--- src/hdl/mavg_pkg.sv ---
// Shared types and constants for the moving average window core.
package mavg_pkg;

  localparam int unsigned CFG_W = 11;
  localparam logic [CFG_W-1:0] CFG_RESET = 11'd50;

  typedef enum logic [0:0] {
    ALU_ADD = 1'b0,
    ALU_SUB = 1'b1
  } alu_op_e;

  typedef enum logic [6:0] {
    S_IDLE = 7'b0000001,
    S_SUB  = 7'b0000010,
    S_ADD  = 7'b0000100,
    S_ABS  = 7'b0001000,
    S_DIV  = 7'b0010000,
    S_FIX  = 7'b0100000,
    S_OUT  = 7'b1000000
  } state_e;

endpackage

--- src/hdl/mavg_alu.sv ---
// Shared add/subtract unit used for sum updates, negation and divide steps.
module mavg_alu import mavg_pkg::*; #(
  parameter int unsigned W = 43
) (
  input  logic [W-1:0] a_i,
  input  logic [W-1:0] b_i,
  input  alu_op_e      op_i,
  output logic [W-1:0] y_o,
  output logic         neg_o
);

  always_comb begin
    case (op_i)
      ALU_ADD: y_o = a_i + b_i;
      ALU_SUB: y_o = a_i - b_i;
      default: y_o = a_i + b_i;
    endcase
    neg_o = y_o[W-1];
  end

endmodule

--- config.mk ---
export PLATFORM = sky130hd
export DESIGN_NAME = mavg_alu
export DESIGN_NICKNAME = d
export VERILOG_FILES = /design/src/hdl/mavg_pkg.sv /design/src/hdl/mavg_alu.sv
export SDC_FILE = /design/constraint.sdc
export NUM_CORES = 1
export LEC_CHECK = 0
export BUFFER_PORTS_ARGS = -buffer_cell sky130_fd_sc_hd__buf_2
export CORE_MARGIN = 5
export CORE_UTILIZATION = 53
export DETAILED_ROUTE_END_ITERATION = 6
export PLACE_DENSITY = 0.94
export SLEW_MARGIN = 10
export SYNTH_ARGS = -nofsm -noshare
export SYNTH_HDL_FRONTEND = slang
export SYNTH_SLANG_ARGS = --single-unit
--- constraint.sdc ---
create_clock -name vclk -period 7.6
set_input_delay 0.76 -clock vclk [all_inputs]
set_output_delay 0.76 -clock vclk [all_outputs]
set_load 0.01 [all_outputs]
After elaboration in Yosys (flattened, before gate mapping). Cells that the tools add are included.

Muxes and demuxes: 1. Bitwise logic cells: 1. Add/subtract/negate cells: 2.

Operators by type and width (number): 43-bit case mux with 2 select lines (1); 43-bit adder (1); 43-bit subtractor (1); 1-bit inverter (1).

Flip-flop bits (word level): 0. Output and inout port bits: 44. Logic and storage cells: 4. Input port bits: 87.

Depth between registers and ports, before layout. Gate-level depths: netlist of run 1.

Depth after elaboration: 2. Depth in mapped cells: 18. Depth with buffers taken out: 17.

Worst setup path before layout of run 1. OpenSTA, ideal clock, no wires.

Path type: input port to output port. Start: input port b_i[4]. End: output port y_o[42]. Arrival time: 4285 ps. Slack: 2555 ps. Stages on the path: 16. Required time: 6840 ps. Path through: or3_4 -> nor4_4 -> and2_4 -> nor3b_2 -> and2_2 -> and3b_4 -> a21oi_1 -> xnor2_1 -> ha_1 -> clkbuf_1 -> nand3_1 -> or4_1 -> o21ai_1 -> a221oi_2 -> xnor2_1 -> buf_4.

Cells in the longest elaborated chain, start to end: 2.

RTL lines: from (decl) (RTL line mavg_alu.sv:6) `input logic [W-1:0] b_i,`; 43-bit subtractor or 43-bit adder (tied branches); 43-bit case mux with 2 select lines (*) (RTL line mavg_alu.sv:13) `case (op_i)`; to (decl) (RTL line mavg_alu.sv:8) `output logic [W-1:0] y_o,`.

Every way passes the cells marked *; elsewhere a longest branch is shown, timed or not.

Final worst setup path of run 1. Same ends and word-level chain as after synthesis.

==> results of run 1 <==
==> layout make-up <==
type / instances / area share [%]
inverter: 21 / 1.91
multi-input combinational: 457 / 79.9
tap: 77 / 2.34
timing repair buffer: 131 / 15.9
==> cells in the mapped netlist, types with 3 or more instances <==
library cell  instances
and4_1                3
o21bai_1              8
o21ai_1               6
or3_1                 4
a21oi_2               5
o211ai_1              3
nor2_1               58
ha_1                 43
nor3_1               19
xor2_1                8
a21o_1               22
and2_1                6
buf_1                 3
nand3_1              12
o21a_1                9
o21ai_0              17
nor2b_1               4
a31oi_1               8
nand2_1              29
nand4_1               3
a211oi_1              7
buf_2                 4
a21oi_1              57
xnor2_1              70
clkbuf_1              7
o211a_1               3
nor4_1                3
nand2b_1              5
and3_1                3
inv_1                21
==> logic make-up (layout without fill, tap and decap cells) <==
| kind of cell | after synthesis | in the layout |
|---|---|---|
| buffers and inverters | 38 | 152 |
| adder cells (fa/ha/maj) | 44 | 44 |
| AND/OR/NAND/NOR | 166 | 166 |
| multiplexers | 1 | 1 |
| XOR/XNOR | 79 | 79 |
| AO/OA/AOI/OAI | 167 | 167 |
==> critical path: cells and delay by family <==
kind                     cells  cell delay, ns
AO/OA/AOI/OAI                7            1.78
AND/OR/NAND/NOR              5            1.31
adder cells (fa/ha/maj)      1            0.38
XOR/XNOR                     2            0.34
buffers and inverters        2            0.28
==> report_power, final <==
group / switching [mW] / internal (mW)
clock: 0 / 0
sequential: 0 / 0
combinational: 0.307 / 0.233
total: 0.307 / 0.233
==> per-stage QoR <==
stage / setup slack, ns / utilization [%] / hold WS (ns) / power (mW) / cell area (µm²)
final: 2.00 / 65.0 / 1.94 / 0.539 / 4130
after global placement: 2.18 / 65.0 / 1.93 / 0.521 / 4130
after global routing: 1.74 / 65.0 / 1.98 / 0.586 / 4130
after detailed placement: 2.07 / 65.0 / 1.94 / 0.533 / 4130
after floorplan: 2.55 / - / 1.67 / 0.364 / 3460
after CTS: 2.06 / 65.0 / 1.94 / 0.535 / 4130
==> path summary, 6_finish.rpt <==
path                  startpoint      end  slack (ns)  depth (start not counted)
worst max-delay path      b_i[4]  y_o[42]        2.00                         17
worst min-delay path      a_i[0]   y_o[0]        1.94                          5
==> cell usage in the layout, fill, tap and decap left out, drive strengths merged, types with 2 or more instances in the layout <==
cell type,n
xor2,8
and2,8
o211a,3
ha,43
or3,5
inv,21
nand4,3
xnor2,71
nand3,12
a21oi,63
o31ai,4
o21ai,23
nand2b,5
nor2,58
nor4,5
a221oi,2
nand2,30
a31oi,8
and4,3
nor3b,2
buf,131
a21o,22
o41a,2
o21a,9
nor2b,4
o21bai,8
or4,2
and3,3
o211ai,3
nor3,22
a211oi,8
a41oi,2
==> routing by layer <==
| metal | up-vias | part of all wire (%) | global-route usage [%] |
|---|---|---|---|
| met5 | - | 0 | 0 |
| met1 | 1860 | 42 | 28.8 |
| met3 | 22 | 6.5 | 2.58 |
| met2 | 164 | 49 | 43.8 |
| met4 | 0 | 2.5 | 5.21 |
| li1 | 2038 | - | - |
==> flow_summary.ini, run 1 <==
[status]
outcome = complete, no violations

[timing]
min_period_over_period_pct = 73.7
setup_tns_ns = 0
worst_slew_pin_slew_ns = 0.778
finalSetupViolations = 0
slew_headroom_pct = 48.2
slew_viol_final = 0
rsz0062_at_grt = no
hold_violations = 0
fmax_mhz = 179
period_minus_slack_ns = 5.60

[placed_design]
dp_hpwl_mm = 9.32
place_inst = 686
port_buffers = 131
gp_congestion = 1.04

[clock_tree]
cts_resized = 0
cts_hold_buf = 0
post_cts_buffers = 0

[routing]
wl_per_cell_um = 15.6
via_per_inst = 5.95
ant_nets = 0
drc = 0
drtIter0Drc = 207
first_pass_iters = 5
num_vias = 4084
finalWirelength_mm = 10.7

[synthesis]
synth_cell_types = 68
synth_area_leaders = xnor2_1 18%, ha_1 16%, a21oi_1 8.3%, nor2_1 6.3%, a21o_1 4.8%
synth_compound_area_share_pct = 33.0
yosys_warnings = 0
synth_xor_area_share_pct = 20.2
synth_mux_area_share_pct = 0.290
synthAdderAreaFrac_pct = 16.1
synth_top_cell_area_share_pct = 17.7
synth_top_family_by_area = compound AO/OA/AOI/OAI gates
synth_seq_area_share_pct = 0
yosys.area_share.simple_pct = 25.6
synth_top_area_cell = xnor2_1
syn-cell-area_mm2 = 0.00346
syn_inst = 495
syn_area_per_cell_um2 = 6.98
syn_nets = 626

[floorplanning]
ios = 131
fp.dieW_um = 90.8
core_mm2 = 0.00635
rows = 29
die-area_mm2 = 0.00824
start_util_pct = 54.4
die_h_um = 90.8

[worst_setup_path]
critPathArrivalTime_ns = 4.84
cpMaxStageDelayCell = a211oi_2
cp_slowest_stage_delay_ns = 0.44
endpoint_kind = output port
required_ns = 6.84
worst-path-max-fanout = 7
critPathKind = primary input to output port
setup.worst_path.start_class = primary input
worstPathCellList = buf_2 > or3_4 > nor4_4 > nand2_1 > nor4b_1 > a21oi_1 > xnor2_1 > ha_1 > a21oi_2 > o211ai_1 > a221oi_2 > nor2b_1 > a211oi_2 > o21ai_1 > a221oi_2 > xnor2_1 > buf_2

[power]
leakage_nw = 1.92
power.density_mw_per_mm2 = 131
worst_ir_drop_vdd_mv = 0.0802

[finish]
clock_buffers = 0
sequential_cell_total = 0
fill_cells = 573
num_antenna_cells = 0
layout-drive-gt1-share_pct = 25.9
multi_input_area_mm2 = 0.00329
seq_area_um2 = 0
layoutNonFillerInstCount = 686
nNetsFinal = 742
area_growth_pct = 19.3

[global_routing]
track_usage_pct = 23.6
grt_pass1_wl_mm = 17.1
antenna_found_initial = 0
grt_overflow = 0
grt_max_degree = 43
grt_pass1_vias = 3855

[run]
maxCapViolCount = 0

[min_path]
hold_class = primary input to output port
(Power assumes the default switching activity.)
==> run 2, diff against run 1 <==
- ABC_AREA: default -> 1
- PLACE_DENSITY: 0.94 -> 0.9
- clock period: 7.6 -> 5.46 ns (I/O delays scaled with it)
==> flow_summary.ini, run 2 <==
[timing]
whs_ns = 1.48
setup_tns_ns = 0
period_minus_slack_ns = 4.02
slew_headroom_pct = 54.4
worst_slew_pin_slew_ns = 0.683
fin_ws_ns = 1.44
hold_violations = 0
min_period_over_period_pct = 73.6
finalSetupViolations = 0
rsz0062_at_grt = no
fmax_mhz = 249
slew_viol_final = 0

[worst_setup_path]
endpoint_kind = output port
critPathArrivalTime_ns = 3.47
setup.worst_path.start_class = primary input
critPathKind = primary input to output port
worst-path-max-fanout = 5
required_ns = 4.91

[min_path]
hold_depth = 4
min_to = y_o[0]
hp-start = b_i[0]
hold_class = primary input to output port

[placed_design]
place_ws_ns = 1.54
place_inst = 1163
port_buffers = 131
dp_hpwl_mm = 13.6
gp_congestion = 0.999

[routing]
drc = 0
finalWirelength_mm = 15.2
first_pass_iters = 6
ant_nets = 0
drtIter0Drc = 395
wl_per_cell_um = 13.0
via_per_inst = 5.20
num_vias = 6043

[finish]
clock_buffers = 0
finish.utilization_pct = 62.7
final_cell_mix = 348 x nand2_1, 159 x inv_1, 131 x buf_2
layout-drive-gt1-share_pct = 17.0
final_common_cell = nand2_1
seq_area_um2 = 0
nNetsFinal = 1188
num_antenna_cells = 0
sequential_cell_total = 0
area_growth_pct = 16.3
layoutNonFillerInstCount = 1163

[synthesis]
synth_top_cell_area_share_pct = 28.1
synth_area_leaders = nand2_1 28%, inv_1 13%, ha_1 12%, nor2_1 10%, xor2_1 8.3%
synth_cell_types = 40
synth_seq_area_share_pct = 0
syn_area_per_cell_um2 = 5.01
syn-cell-area_mm2 = 0.00466
yosys_warnings = 0
yosys.cell_count.top_type = nand2_1
synth_common_cells = 348 x nand2_1, 159 x inv_1, 126 x nor2_1, 48 x nand3_1, 44 x xor2_1
syn_inst = 929
synth_top_area_cell = nand2_1
syn_nets = 1060

[global_routing]
grtUsageMet2_pct = 44.7
grt_pass1_wl_mm = 24.6
grt_pass1_vias = 5559
grt_use_met3_pct = 2.49
use_met1_pct = 35.5
track_usage_pct = 26.4
antenna_found_initial = 0
grt-busiest-layer = met2
grt_overflow = 0
grt_max_degree = 38

[run]
maxCapViolCount = 0

[power]
leakage_nw = 3.26
worst_ir_drop_vdd_mv = 0.0589
power.density_mw_per_mm2 = 143

[floorplanning]
start_util_pct = 53.9
die-area_mm2 = 0.0108
ios = 131
fp.dieW_um = 104
die_h_um = 104
core_mm2 = 0.00864
rows = 34

[clock_tree]
cts_resized = 0
cts_hold_buf = 0
post_cts_buffers = 0

[status]
outcome = complete, no violations
run 2: layout make-up:
type / instances / area (µm²)
multi-input cells: 762 / 4020
well taps: 108 / 135
inverters: 162 / 608
fillers: 874 / 3220
repair buffers: 131 / 656
run 2: routing by layer:
layer	vias up	part of all wire (%)
li1	3121	-
met1	2621	44
met2	263	46
met3	38	7.7
met4	0	3.0
met5	-	0
run 2: metrics by stage:
step / area [µm²] / power, mW
floorplan: 4660 / 0.512
global placement: 5420 / 0.753
detailed placement: 5420 / 0.765
CTS: 5420 / 0.768
global route: 5420 / 0.866
finish: 5420 / 0.776
run 2: cell families after synthesis:
family | count (synthesis) | synth area share, %
adder cells (fa/ha/maj) | 44 | 12.0
XOR/XNOR | 57 | 10.7
AO/OA/AOI/OAI | 80 | 9.94
buffers and inverters | 167 | 13.7
AND/OR/NAND/NOR | 581 | 53.6
run 2: where the power goes:
part | switching [mW] | internal, mW | total (mW)
logic | 0.489 | 0.287 | 0.776
registers | 0 | 0 | 0
clock network | 0 | 0 | 0
total | 0.489 | 0.287 | 0.776
run 2: worst max-delay path, cell delays in order:
cell	delay, ns
buf_2	0.11
inv_1	0.07
ha_1	0.21
nand2_2	0.10
nor2_4	0.17
nand3_4	0.12
nor2_4	0.14
nand3_2	0.11
nand2_4	0.11
xor2_1	0.26
ha_1	0.33
a21oi_1	0.21
o21ai_0	0.18
a21oi_1	0.29
nor2_1	0.08
nor2_1	0.13
nand2_1	0.06
nand2_1	0.05
nand2_1	0.05
buf_2	0.13
run 2: how the worst max path moves through the flow:
| stage | startpoint | end | depth (start not counted) |
|---|---|---|---|
| CTS | b_i[0] | y_o[35] | 20 |
| global placement | b_i[0] | y_o[26] | 21 |
| floorplan | b_i[1] | y_o[42] | 22 |
| finish | b_i[0] | y_o[35] | 20 |
| global route | b_i[1] | y_o[35] | 22 |
| detailed placement | b_i[1] | y_o[35] | 20 |
